**src/hw/rtl/fpa_delay.sv**
```systemverilog
// Enabled shift line that aligns the short datapath with the divider.
`timescale 1ns / 1ps
`default_nettype none
module fpa_delay #(
  parameter int WIDTH = 8,
  parameter int DEPTH = 4
) (
  input  wire logic             clk,
  input  wire logic             rst,
  input  wire logic             en,
  input  wire logic [WIDTH-1:0] din,
  output      logic [WIDTH-1:0] dout
);

  logic [WIDTH-1:0] taps [DEPTH];

  always_ff @(posedge clk) begin
    if (rst) begin
      for (int i = 0; i < DEPTH; i++) taps[i] <= '0;
    end else if (en) begin
      taps[0] <= din;
      for (int i = 1; i < DEPTH; i++) taps[i] <= taps[i-1];
    end
  end

  assign dout = taps[DEPTH-1];

endmodule
`default_nettype wire

```
**config.mk**
```make
export PLATFORM = sky130hd
export DESIGN_NAME = fpa_delay
export DESIGN_NICKNAME = d
export VERILOG_FILES = /design/src/hw/rtl/fpa_delay.sv
export SDC_FILE = /design/constraint.sdc
export NUM_CORES = 1
export LEC_CHECK = 0
export BUFFER_PORTS_ARGS = -buffer_cell sky130_fd_sc_hd__buf_2
export CORE_MARGIN = 1
export CORE_UTILIZATION = 52
export CTS_CLUSTER_SIZE = 30
export DETAILED_ROUTE_END_ITERATION = 8
export GPL_TIMING_DRIVEN = 1
export PLACE_DENSITY = 0.75
export SLEW_MARGIN = 0
export SYNTH_ARGS = -nofsm -noshare
export SYNTH_HDL_FRONTEND = slang
export SYNTH_SLANG_ARGS = --single-unit
```
**constraint.sdc**
```tcl
create_clock -name clk -period 3.6 [get_ports clk]
set_input_delay 0.18 -clock clk [delete_from_list [all_inputs] [get_ports clk]]
set_output_delay 0.18 -clock clk [all_outputs]
set_load 0.05 [all_outputs]
```
==> impl_metrics.json, run 1 <==
{
  "outcome": "finished, final reports clean",
  "root_buffer": "clkbuf_4",
  "worstPathMaxFanout": 33,
  "hold_buffers": 0,
  "ys_ff_latch": 32,
  "cpPeakStageDelay_ps": 370,
  "synth.most_common_cell": "edfxtp_1",
  "synth_edf_count": 32,
  "h-tree-depth": 2,
  "grt-ovfl-total": 0,
  "synth_top_area_cell": "edfxtp_1",
  "num_io_pins": 19,
  "ctsResizeCount": 0,
  "initial_core_util_pct": 57.23,
  "ant_nets": 0,
  "antenna_found_initial": 0,
  "synthesis.area_um2": 1302,
  "whs_path_depth": 2,
  "r2r_setup_slack_ps": 2780,
  "synth_warnings": 0,
  "grt_pass1_vias": 577,
  "async_flop_share_pct": 0,
  "fp.dieW_um": 52.05,
  "fin_crit_sh_pct": 36.00,
  "crit_path_top_delay_cell": "or2_1",
  "dieHeight_um": 52.05,
  "synthTopCellsByCount": "32 x edfxtp_1, 20 x and3b_2, 12 x and3b_1",
  "fillCellCount": 165,
  "power_per_cell_area_nw_per_um2": 461.7,
  "synth_cells": 71,
  "maxSlewViolCount": 0,
  "finClkSkew_ps": 3.525,
  "p_leak_uw": 0.0006798,
  "slew_headroom_pct": 71.32,
  "cp-endpoint": "taps[3][7]",
  "layout.nets": 102,
  "largest-register": "taps",
  "fin_ws_ps": 2304,
  "grt_max_degree": 34,
  "setup_viol": 0,
  "setup_tns_ps": 0,
  "largest_register_ffs": 32,
  "top_regs": "taps (32)",
  "ys_types": 5,
  "hold_viol_final": 0,
  "cts_num_sinks": 32,
  "numPortBuffers": 18,
  "min_path_type": "primary input to flip-flop",
  "tightest_slew_ps": 430.3,
  "num_rows": 17,
  "crit_path_end_kind": "flip-flop",
  "cts_tree": "done",
  "coreArea_um2": 2276,
  "yosysTopAreaCellShare_pct": 73.78,
  "seq_area_frac_synth_pct": 73.78,
  "synth_area_leaders": "edfxtp_1 74%, and3b_2 15%, and3b_1 8.1%, buf_2 2.3%, or2_1 0.48%",
  "avgRoutedWirePerCell_um": 13.55,
  "place.gp.congestion": 0.6120,
  "synthesis.nets": 82,
  "max_freq_ghz": 0.7717,
  "clk_latency_ps": 320,
  "layout-drive-gt1-share_pct": 49.44,
  "reg2reg_to": "taps[2][1]",
  "pre_cts_ws_ps": 1963,
  "clk_pin_slew_ps": 80,
  "post-cts-setup-buffers": 0,
  "crit_required_ps": 3600,
  "dr.pass1.iters": 4,
  "cts-root-to-sink-buffers": 2,
  "numCtsBuffers": 5,
  "finalPower_uw": 666.0,
  "grt_pass1_wl_um": 2532,
  "r2r_start": "taps[1][1]",
  "critical_path_class": "primary input to flip-flop",
  "dieArea_um2": 2709,
  "finalCriticalPeriod_ps": 1296,
  "area_delta_synth_final_pct": 10.76,
  "routed_wl_um": 1585,
  "drt-vias-per-instance": 5.393,
  "vias": 631,
  "crit_start": "en",
  "reg2reg_depth": 1,
  "ys.flop_type": "edfxtp_1",
  "path_cells": "buf_2 -> or2_1 -> buf_4",
  "drc": 0,
  "vdd_drop_max_mv": 0.2942,
  "grt_util_all_layers_pct": 14.48,
  "drtIter0Drc": 1,
  "rsz0062_at_grt": "false",
  "start_kind": "primary input",
  "n_antenna_cell": 0,
  "maxCapViolations": 0,
  "avgSynthCellArea_um2": 18.35,
  "arrival_ps": 1300
}
-- metal layers --
metal | share of wire [%] | vias up | track usage, %
li1 | - | 313 | -
met1 | 41 | 291 | 14.37
met2 | 52 | 21 | 23.08
met3 | 5.0 | 6 | 6.140
met4 | 2.3 | 0 | 12.16
met5 | 0 | - | 0
-- through the flow --
step           hold WS, ps  cell area (um2)  util (%)  instances
2_1_floorplan        412.8             1303         -         71
3_3_place_gp         494.9             1405     61.74        112
3_5_place_dp         499.3             1405     61.74        112
4_1_cts              154.2             1443     63.39        117
5_1_grt              148.2             1443     63.39        117
6_report             170.0             1443     63.39        117
-- cell families after synthesis --
kind of cell	after synthesis	synth area share, %
buffers and inverters	6	2.306
and+or+nand+nor	33	23.92
DFF	32	73.78
-- worst min path at each step --
stage | from | endpoint | slack [ps]
2_1_floorplan | din[4] | taps[0][4] | 410
3_3_place_gp | din[4] | taps[0][4] | 490
3_5_place_dp | din[7] | taps[0][7] | 500
4_1_cts | din[7] | taps[0][7] | 150
5_1_grt | din[7] | taps[0][7] | 150
6_report | din[7] | taps[0][7] | 170
-- placed cells by master, fill, tap and decap left out, drive strengths merged --
cell / instances
clkbuf: 5
edfxtp: 32
and3b: 32
buf: 19
or2: 1
-- worst max-delay path: cells and delay by family --
family	cells	cell delay, ps
and+or+nand+nor	1	370
buffers and inverters	2	730
-- power by group --
group	total (uW)	internal, uW	switching [uW]
Combinational	58.1	19.2	38.9
Clock	168	65.1	103
Sequential	440	436	4.51
-- cell type report --
| class | count | area (um2) | area share, % |
|---|---|---|---|
| Tap cell | 28 | 35.03 | 2.428 |
| Sequential cell | 32 | 960.9 | 66.61 |
| Clock buffer | 5 | 37.54 | 2.602 |
| Multi-Input combinational cell | 33 | 311.5 | 21.60 |
| Timing Repair Buffer | 19 | 97.59 | 6.765 |
Note: power is estimated with default switching activity, not from simulation.
==> inputs of run 2 (changes only) <==
clock period = 1.3 ns   (was 3.6 ns; I/O delays follow)
==> run 2 against run 1 <==
Critical endpoint is now dout[1]; via count fell by 0.48%; cell count rose by 3.4%; wire length fell by 0.82%; largest power group unchanged; combinational power rose to 2.8 times the previous value; worst hold slack got worse by 110 ps; global-route usage fell by 0.58 points; core utilization rose by 0.82 points; critical path type is now flip-flop to primary output; total power rose to 2.8 times the previous value.
==> impl_metrics.json, run 2 (synthesis results as in run 1) <==
{
  "rsz0062_at_grt": "false",
  "num_rows": 17,
  "dieArea_um2": 2709,
  "max_freq_ghz": 1.034,
  "placed_area_um2": 1413,
  "ctsResizeCount": 0,
  "n_antenna_cell": 0,
  "layout-drive-gt1-share_pct": 49.46,
  "reg2reg_depth": 1,
  "drt-vias-per-instance": 5.190,
  "numPortBuffers": 18,
  "dieHeight_um": 52.05,
  "num_io_pins": 19,
  "cts_tree": "done",
  "fp.dieW_um": 52.05,
  "drc": 0,
  "initial_core_util_pct": 57.23,
  "grt_max_degree": 33,
  "arrival_ps": 900,
  "vias": 628,
  "ant_nets": 0,
  "maxCapViolations": 0,
  "cpPeakStageDelay_ps": 370,
  "start_kind": "flip-flop",
  "post-cts-setup-buffers": 0,
  "dp.cells": 113,
  "maxSlewViolCount": 0,
  "hold_buffers": 0,
  "h-tree-depth": 2,
  "cts_num_sinks": 32,
  "hold_viol_final": 0,
  "r2r_setup_slack_ps": 490,
  "grt_pass1_vias": 600,
  "layout_common_cells": "32 x edfxtp_1, 20 x and3b_2, 18 x buf_2, 12 x and3b_1, 5 x clkbuf_4",
  "root_buffer": "clkbuf_4",
  "pre_cts_ws_ps": 183.0,
  "cp_num_buf_inv": 1,
  "outcome": "finished, final reports clean",
  "setup_tns_ps": 0,
  "setup_viol": 0,
  "layout.nets": 103,
  "largest_register_ffs": 32,
  "p_leak_uw": 0.0006895,
  "area_delta_synth_final_pct": 12.20,
  "power_per_cell_area_nw_per_um2": 1284,
  "dr.pass1.iters": 3,
  "cp-endpoint": "dout[1]",
  "critical-path-top-delay-family": "flip-flops",
  "vdd_drop_max_mv": 0.8011,
  "min_path_type": "primary input to flip-flop",
  "clk_latency_ps": 310,
  "routed_wl_um": 1572,
  "largest-register": "taps",
  "avgRoutedWirePerCell_um": 12.99,
  "crit_start": "taps[3][1]",
  "slew_headroom_pct": 53.01,
  "top_regs": "taps (32)",
  "path_depth": 1,
  "crit_path_top_delay_cell": "edfxtp_1",
  "finalNonFillerCells": 121,
  "grt_util_all_layers_pct": 13.90,
  "fin_area_um2": 1461,
  "path_cells": "buf_2",
  "tightest_slew_ps": 704.8,
  "reg2reg_to": "taps[3][1]",
  "cts-root-to-sink-buffers": 2,
  "numCtsBuffers": 5,
  "drtIter0Drc": 11,
  "finClkSkew_ps": 11.40,
  "grt-ovfl-total": 0,
  "clk_pin_slew_ps": 90,
  "finalCriticalPeriod_ps": 966.8,
  "place.gp.congestion": 0.6249,
  "fin_ws_ps": 333.2,
  "layout_commonest_cell": "edfxtp_1",
  "crit_path_end_kind": "primary output",
  "fin_crit_sh_pct": 74.37,
  "grt_pass1_wl_um": 2566,
  "worstPathMaxFanout": 1,
  "fillCellCount": 159,
  "crit_required_ps": 1240,
  "r2r_start": "taps[2][1]",
  "critical_path_class": "flip-flop to primary output",
  "coreArea_um2": 2276,
  "antenna_found_initial": 0
}
[run 2: stage by stage]
stage / hold WS [ps] / total power (uW) / utilization, %
after floorplan: 297.8 / 1364 / -
after global placement: 375.7 / 1401 / 62.07
after detailed placement: 383.3 / 1411 / 62.07
after CTS: 53.48 / 1895 / 64.21
after global routing: 40.70 / 1957 / 64.21
final: 64.47 / 1876 / 64.21
[run 2: worst min path at each step]
stage                     startpoint          to  slack, ps  depth (start not counted)
after floorplan               din[4]  taps[0][4]        300                          1
after global placement        din[4]  taps[0][4]        380                          2
after detailed placement      din[4]  taps[0][4]        380                          2
after CTS                     din[4]  taps[0][4]         50                          2
after global routing          din[4]  taps[0][4]         40                          2
final                         din[4]  taps[0][4]         60                          2
[run 2: area by class of cell]
cell class                 count  area [um2]  share of cell area [%]
sequential                    32       960.9                   65.75
multi-input combinational     33       311.5                   21.32
timing repair buffer          20       105.1                   7.192
clock buffer                   7       45.04                   3.082
tap                           28       35.03                   2.397
clock inverter                 1       3.754                  0.2568
[run 2: layer usage]
layer | track usage (%) | routed length, um | vias to the layer above
met3 | 6.140 | 85 | 4
li1 | - | - | 317
met2 | 23.50 | 766 | 19
met4 | 8.108 | 20 | 0
met5 | 0 | 0 | -
met1 | 13.95 | 700 | 288
[run 2: report_power, final]
group / switching [uW] / internal [uW] / total (uW)
Combinational: 108 / 55.2 / 163
Sequential: 14.2 / 1210 / 1220
Clock: 284 / 208 / 491
