--- src/hw/rtl/fpa_pkg.sv ---
// Shared types and constants for the Q24.8 fixed-point ALU.
`timescale 1ns / 1ps
`default_nettype none
package fpa_pkg;

  localparam int DATA_W        = 32;
  localparam int FRAC_BITS_DEF = 8;
  localparam int FLT_BIAS      = 127;
  localparam int FLT_MAN_W     = 23;

  typedef enum logic [4:0] {
    OP_ADD     = 5'd0,
    OP_SUB     = 5'd1,
    OP_MUL     = 5'd2,
    OP_DIV     = 5'd3,
    OP_EQ      = 5'd4,
    OP_GT      = 5'd5,
    OP_LT      = 5'd6,
    OP_GE      = 5'd7,
    OP_LE      = 5'd8,
    OP_MIN     = 5'd9,
    OP_MAX     = 5'd10,
    OP_INC     = 5'd11,
    OP_DEC     = 5'd12,
    OP_INT2FIX = 5'd13,
    OP_FIX2INT = 5'd14,
    OP_FLT2FIX = 5'd15,
    OP_FIX2FLT = 5'd16
  } op_t;

  typedef enum logic [1:0] {
    ST_OK   = 2'd0,
    ST_DIVZ = 2'd1,
    ST_SAT  = 2'd2
  } status_t;

  typedef struct packed {
    logic [DATA_W-1:0] res;
    logic [DATA_W-1:0] fout;
    logic              flag;
    status_t           status;
  } res_t;

  typedef struct packed {
    logic valid;
    logic is_div;
  } tag_t;

endpackage
`default_nettype wire

--- src/hw/rtl/fpa_conv.sv ---
// Three-stage datapath: simple ops, multiply and the float conversions.
`timescale 1ns / 1ps
`default_nettype none
module fpa_conv
  import fpa_pkg::*;
#(
  parameter int FRAC_BITS = FRAC_BITS_DEF
) (
  input  wire logic                     clk,
  input  wire logic                     rst,
  input  wire logic                     en,
  input  wire tag_t                     tag_in,
  input  wire logic [4:0]               op,
  input  wire logic signed [DATA_W-1:0] a,
  input  wire logic signed [DATA_W-1:0] b,
  input  wire logic [DATA_W-1:0]        flt,
  output      tag_t                     tag_out,
  output      res_t                     res_out
);

  localparam logic signed [10:0] E_OFS   = 11'(FLT_BIAS + FLT_MAN_W - FRAC_BITS);
  localparam logic [9:0]         EXP_OFS = 10'(FLT_BIAS - FRAC_BITS);

  // stage 1
  tag_t                     c1_tag;
  op_t                      c1_op;
  res_t                     c1_res;
  logic signed [2*DATA_W-1:0] c1_prod;
  logic                     c1_fsign;
  logic [33:0]              c1_fmag;
  logic                     c1_fsat;
  logic                     c1_fnan;
  logic                     c1_xsign;
  logic                     c1_xzero;
  logic [DATA_W-1:0]        c1_xmag;

  res_t              s1_res;
  logic [7:0]        ex;
  logic [33:0]       mm;
  logic signed [10:0] e;
  logic [10:0]       neg_e;
  logic [33:0]       f_mag;
  logic              f_sat;
  logic              f_nan;

  always_comb begin
    s1_res = '0;
    case (op_t'(op))
      OP_ADD:     s1_res.res = DATA_W'(a + b);
      OP_SUB:     s1_res.res = DATA_W'(a - b);
      OP_EQ:      s1_res.flag = (a == b);
      OP_GT:      s1_res.flag = (a > b);
      OP_LT:      s1_res.flag = (a < b);
      OP_GE:      s1_res.flag = (a >= b);
      OP_LE:      s1_res.flag = (a <= b);
      OP_MIN:     s1_res.res = (a < b) ? a : b;
      OP_MAX:     s1_res.res = (a > b) ? a : b;
      OP_INC:     s1_res.res = DATA_W'(a + 32'sd1);
      OP_DEC:     s1_res.res = DATA_W'(a - 32'sd1);
      OP_INT2FIX: s1_res.res = a <<< FRAC_BITS;
      OP_FIX2INT: s1_res.res = a >>> FRAC_BITS;
      default:    s1_res = '0;
    endcase
  end

  always_comb begin
    ex    = flt[30:23];
    mm    = {10'd0, 1'b1, flt[22:0]};
    e     = $signed({3'b000, ex}) - E_OFS;
    neg_e = 11'(-e);
    f_mag = '0;
    f_sat = 1'b0;
    f_nan = 1'b0;
    if (ex == 8'hFF) begin
      f_nan = (flt[22:0] != '0);
      f_sat = (flt[22:0] == '0);
    end else if (ex != 8'h00) begin
      if (!e[10]) begin
        if (e > 11'sd9) f_sat = 1'b1;
        else f_mag = mm << e[3:0];
      end else if (neg_e < 11'd26) begin
        // round half away from zero on the magnitude
        f_mag = (mm + (34'd1 << (neg_e[4:0] - 5'd1))) >> neg_e[4:0];
      end
    end
  end

  always_ff @(posedge clk) begin
    if (rst) begin
      c1_tag <= '0;
    end else if (en) begin
      c1_tag <= tag_in;
    end
  end

  always_ff @(posedge clk) begin
    if (en) begin
      c1_op    <= op_t'(op);
      c1_res   <= s1_res;
      c1_prod  <= (2*DATA_W)'(a) * (2*DATA_W)'(b);
      c1_fsign <= flt[31];
      c1_fmag  <= f_mag;
      c1_fsat  <= f_sat;
      c1_fnan  <= f_nan;
      c1_xsign <= a[DATA_W-1];
      c1_xzero <= (a == '0);
      c1_xmag  <= a[DATA_W-1] ? DATA_W'(-a) : DATA_W'(a);
    end
  end

  // stage 2
  tag_t              c2_tag;
  logic              c2_isx;
  res_t              c2_res;
  logic              c2_xsign;
  logic              c2_xzero;
  logic [DATA_W-1:0] c2_xmag;
  logic [4:0]        c2_p;

  res_t       s2_res;
  logic       sat2;
  logic [4:0] msb;

  always_comb begin
    s2_res = c1_res;
    sat2   = c1_fsat || (!c1_fsign && c1_fmag > 34'h7FFFFFFF)
                     || (c1_fsign && c1_fmag > 34'h80000000);
    case (c1_op)
      OP_MUL: s2_res.res = c1_prod[FRAC_BITS+DATA_W-1:FRAC_BITS];
      OP_FLT2FIX: begin
        if (c1_fnan) begin
          s2_res.status = ST_SAT;
        end else if (sat2) begin
          s2_res.status = ST_SAT;
          s2_res.res    = c1_fsign ? 32'h8000_0000 : 32'h7FFF_FFFF;
        end else begin
          s2_res.res = c1_fsign ? DATA_W'(-c1_fmag[31:0]) : c1_fmag[31:0];
        end
      end
      default: s2_res = c1_res;
    endcase
  end

  always_comb begin
    msb = '0;
    for (int i = 0; i < DATA_W; i++) begin
      if (c1_xmag[i]) msb = 5'(i);
    end
  end

  always_ff @(posedge clk) begin
    if (rst) begin
      c2_tag <= '0;
    end else if (en) begin
      c2_tag <= c1_tag;
    end
  end

  always_ff @(posedge clk) begin
    if (en) begin
      c2_isx   <= (c1_op == OP_FIX2FLT);
      c2_res   <= s2_res;
      c2_xsign <= c1_xsign;
      c2_xzero <= c1_xzero;
      c2_xmag  <= c1_xmag;
      c2_p     <= msb;
    end
  end

  // stage 3: normalize to bit 31, round to nearest even
  tag_t c3_tag;
  res_t c3_res;

  res_t              s3_res;
  logic [DATA_W-1:0] norm;
  logic [23:0]       m24;
  logic              up;
  logic [24:0]       m25;
  logic [9:0]        fexp;

  always_comb begin
    norm   = c2_xmag << (5'd31 - c2_p);
    m24    = norm[31:8];
    up     = norm[7] & ((|norm[6:0]) | m24[0]);
    m25    = {1'b0, m24} + {24'd0, up};
    fexp   = {5'd0, c2_p} + {9'd0, m25[24]} + EXP_OFS;
    s3_res = c2_res;
    if (c2_isx) begin
      s3_res = '0;
      if (!c2_xzero) begin
        s3_res.fout = {c2_xsign, fexp[7:0], m25[24] ? 23'd0 : m25[22:0]};
      end
    end
  end

  always_ff @(posedge clk) begin
    if (rst) begin
      c3_tag <= '0;
    end else if (en) begin
      c3_tag <= c2_tag;
    end
  end

  always_ff @(posedge clk) begin
    if (en) c3_res <= s3_res;
  end

  assign tag_out = c3_tag;
  assign res_out = c3_res;

endmodule
`default_nettype wire
--- config.mk ---
export PLATFORM = sky130hd
export DESIGN_NAME = fpa_conv
export DESIGN_NICKNAME = d
export VERILOG_FILES = /design/src/hw/rtl/fpa_pkg.sv /design/src/hw/rtl/fpa_conv.sv
export SDC_FILE = /design/constraint.sdc
export NUM_CORES = 2
export LEC_CHECK = 0
export BUFFER_PORTS_ARGS = -buffer_cell sky130_fd_sc_hd__buf_2
export CORE_MARGIN = 2
export CORE_UTILIZATION = 55
export DETAILED_ROUTE_END_ITERATION = 7
export GPL_TIMING_DRIVEN = 0
export HOLD_SLACK_MARGIN = 0.08
export MAX_ROUTING_LAYER = met4
export PLACE_DENSITY = 0.72
export REMOVE_ABC_BUFFERS = 1
export SYNTH_ARGS = -nofsm -noshare
export SYNTH_HDL_FRONTEND = slang
export SYNTH_SLANG_ARGS = --single-unit
--- constraint.sdc ---
create_clock -name clk -period 11.1 [get_ports clk]
set_input_delay 1.665 -clock clk [delete_from_list [all_inputs] [get_ports clk]]
set_output_delay 1.665 -clock clk [all_outputs]
set_load 0.02 [all_outputs]
==> results.sh <==
export IMPL_worstPathMaxFanout=72
export IMPL_max_stage_delay_ns=1.00
export IMPL_yosysSeqAreaShare_pct=18.0
export IMPL_slowest_stage="ha_2"
export IMPL_postCtsHoldBufs=0
export IMPL_cts_sinks=287
export IMPL_antenna_found_initial=6
export IMPL_synthAdderAreaFrac_pct=34.5
export IMPL_drive_gt1_share_pct=7.32
export IMPL_synth_edff_count=281
export IMPL_seq_area_um2=8560
export IMPL_violations="DRC"
export IMPL_clockBufferDepth=3
export IMPL_avgSynthCellArea_um2=9.16
export IMPL_grt_pass1_vias=38600
export IMPL_cap_violations=0
export IMPL_path_clk_slew_ns=0.06
export IMPL_grt_overflow_total=0
export IMPL_finalSetupViolations=0
export IMPL_synth_xor_area_share_pct=4.54
export IMPL_wl_per_cell_um=22.7
export IMPL_grt_pass1_wl_mm=222
export IMPL_cts_made_buffers=26
export IMPL_syn_area_um2=47400
export IMPL_area_growth_pct=4.72
export IMPL_rsz0062_at_grt="no"
export IMPL_worst_setup_path_end_kind="register"
export IMPL_dp_hpwl_mm=106
export IMPL_drtPass1Iterations=8
export IMPL_start_util_pct=55.6
export IMPL_status="finished, violations left"
export IMPL_core_area_um2=85300
export IMPL_final_min_clock_period_ns=10.04
export IMPL_ys_types=103
export IMPL_die_h_um=298
export IMPL_via_count=38000
export IMPL_crit_family="compound AO/OA/AOI/OAI gates"
export IMPL_fin_skew_ns=0.0125
export IMPL_drc=10
export IMPL_fillers=7557
export IMPL_synth_ff_type="edfxtp_1"
export IMPL_htree_levels=1
export IMPL_ys_ff_latch=287
export IMPL_fin_cells=6242
export IMPL_final_cell_mix="729 x inv_1, 645 x fa_1, 537 x nand2_1"
export IMPL_tns_ns=0
export IMPL_min_path_type="reg2reg"
export IMPL_final_common_cell="inv_1"
export IMPL_slew_violations=0
export IMPL_yosysWarnings=0
export IMPL_viasPerCell=6.08
export IMPL_nets=6101
export IMPL_cp_start_kind="input pin"
export IMPL_critPathRequiredTime_ns=11.39
export IMPL_netlist_instances=5177
export IMPL_place_gp_congestion=0.961
export IMPL_crit_chain="buf_4, inv_1, ha_1, ha_2, a21bo_2, a21oi_1, xnor2_1, nand2_1, nor2_1, ha_1, a211oi_1, o21ai_1, a21oi_2, a21oi_1, xnor2_1, mux2i_1, mux2_2, a222oi_1, o22ai_1, a221o_1"
export IMPL_post_cts_setup_buffers=0
export IMPL_critPathBufInv=2
export IMPL_async_flop_share_pct=0
export IMPL_portBuffers=173
export IMPL_synth_simple_area_share_pct=17.8
export IMPL_worstSetupPathType="in2reg"
export IMPL_drt_wl_total_mm=142
export IMPL_grt_use_total_pct=33.0
export IMPL_post_route_period_util_pct=90.5
export IMPL_insertion_delay_ns=0.55
export IMPL_fmax_ghz=0.0996
export IMPL_crit_arrival_ns=10.34
export IMPL_finalHoldViolCount=0
export IMPL_synth_compound_area_share_pct=12.0
export IMPL_slew_headroom_pct=10.3
export IMPL_clockRootBuffer="clkbuf_16"
export IMPL_synth_top_family_by_area="adder cells"
export IMPL_tightest_slew_ns=1.34
export IMPL_grt_max_degree=132
export IMPL_cts_tree="done"
export IMPL_multi_input_area_um2=34900
export IMPL_dp_cells=6190
export IMPL_die_w_um=298
export IMPL_io_pins=175
export IMPL_num_rows=107
export IMPL_drtAntennaViolNets=0
export IMPL_drt_iter0_markers=3675
export IMPL_ctsResizeCount=0
export IMPL_die_area_um2=88600
export IMPL_synth_area_mux_share_pct=4.72
==> final timing paths <==
| check | start | end | slack [ns] | cells after the start |
|---|---|---|---|---|
| min | c1_res[2] | c2_res[2] | 0.42 | 0 |
| min reg2reg | c1_res[2] | c2_res[2] | 0.42 | 0 |
| max reg2reg | c2_p[3] | res_out[30] | 6.06 | 14 |
| max | flt[23] | c1_fmag[10] | 1.06 | 20 |
==> kinds of logic after synthesis <==
group                      after synthesis
other                                    1
and+or+nand+nor                       1686
muxes                                  162
buffers and inverters                 1050
DFF                                    287
adders and majority gates              921
xor gates and xnor gates               238
AOI/OAI and AO/OA                      832
==> synthesized netlist by cell type (16+ instances only) <==
| cell | instances | share of area (%) |
|---|---|---|
| a211oi_1 | 34 | 0.54 |
| a21o_1 | 51 | 0.81 |
| a21oi_1 | 212 | 2.2 |
| a221o_1 | 45 | 0.95 |
| a221oi_1 | 18 | 0.33 |
| a222oi_1 | 17 | 0.36 |
| a22oi_1 | 18 | 0.28 |
| a31oi_1 | 17 | 0.22 |
| and2_1 | 409 | 5.4 |
| and3_1 | 44 | 0.58 |
| buf_1 | 25 | 0.20 |
| buf_2 | 16 | 0.17 |
| clkbuf_1 | 266 | 2.1 |
| edfxtp_1 | 281 | 18 |
| fa_1 | 645 | 27 |
| ha_1 | 276 | 7.3 |
| inv_1 | 729 | 5.8 |
| mux2_2 | 43 | 1.0 |
| mux2i_1 | 73 | 1.5 |
| mux4_2 | 45 | 2.1 |
| nand2_1 | 537 | 4.2 |
| nand2b_1 | 42 | 0.55 |
| nand3_1 | 66 | 0.70 |
| nand4_1 | 40 | 0.53 |
| nor2_1 | 298 | 2.4 |
| nor2b_1 | 59 | 0.78 |
| nor3_1 | 74 | 0.78 |
| nor4_1 | 33 | 0.44 |
| o211ai_1 | 23 | 0.36 |
| o21a_1 | 33 | 0.52 |
| o21ai_0 | 127 | 1.3 |
| o21ai_1 | 37 | 0.39 |
| o22ai_1 | 16 | 0.21 |
| o31ai_1 | 34 | 0.54 |
| or3_1 | 19 | 0.25 |
| xnor2_1 | 181 | 3.3 |
| xor2_1 | 52 | 0.96 |
==> state kept, by name, summed over array words and instances (netlist names), 2 cells and up <==
signal   count
c1_fmag     34
c1_tag       2
c1_xmag     32
c2_tag       2
res_out     66
c2_res      34
c2_xmag     32
c1_res      33
c1_op        5
c1_prod     32
c2_p         5
tag_out      2
==> through the flow <==
step           setup WS [ns]  hold WS (ns)  util (%)  cell area, µm²
3_5_place_dp           0.173         0.412      57.2           48700
5_1_grt                0.634         0.427      58.3           49700
4_1_cts                0.731         0.422      58.2           49700
2_1_floorplan           3.05         0.400         -           46200
6_report                1.06         0.422      58.3           49700
3_3_place_gp          -0.389         0.403      56.9           48500
==> metal layers <==
metal | share of wire (%) | vias up | GRT usage (%)
met5 | 0 | - | -
met4 | 3.5 | 0 | 9.97
met3 | 8.6 | 292 | 4.52
met2 | 45 | 1746 | 50.7
met1 | 43 | 19000 | 45.7
li1 | - | 17000 | -
==> layout make-up <==
type	instances	area share, %
Multi-Input combinational cell	3840	70.3
Timing Repair Buffer	184	2.17
Inverter	735	5.55
Clock buffer	35	1.50
Sequential cell	287	17.2
Clock inverter	13	0.363
Antenna cell	4	0.0201
Tap cell	1144	2.88
Power is not shown: default switching activity piles up to over one toggle a cycle in this logic, so the estimate is an artifact.
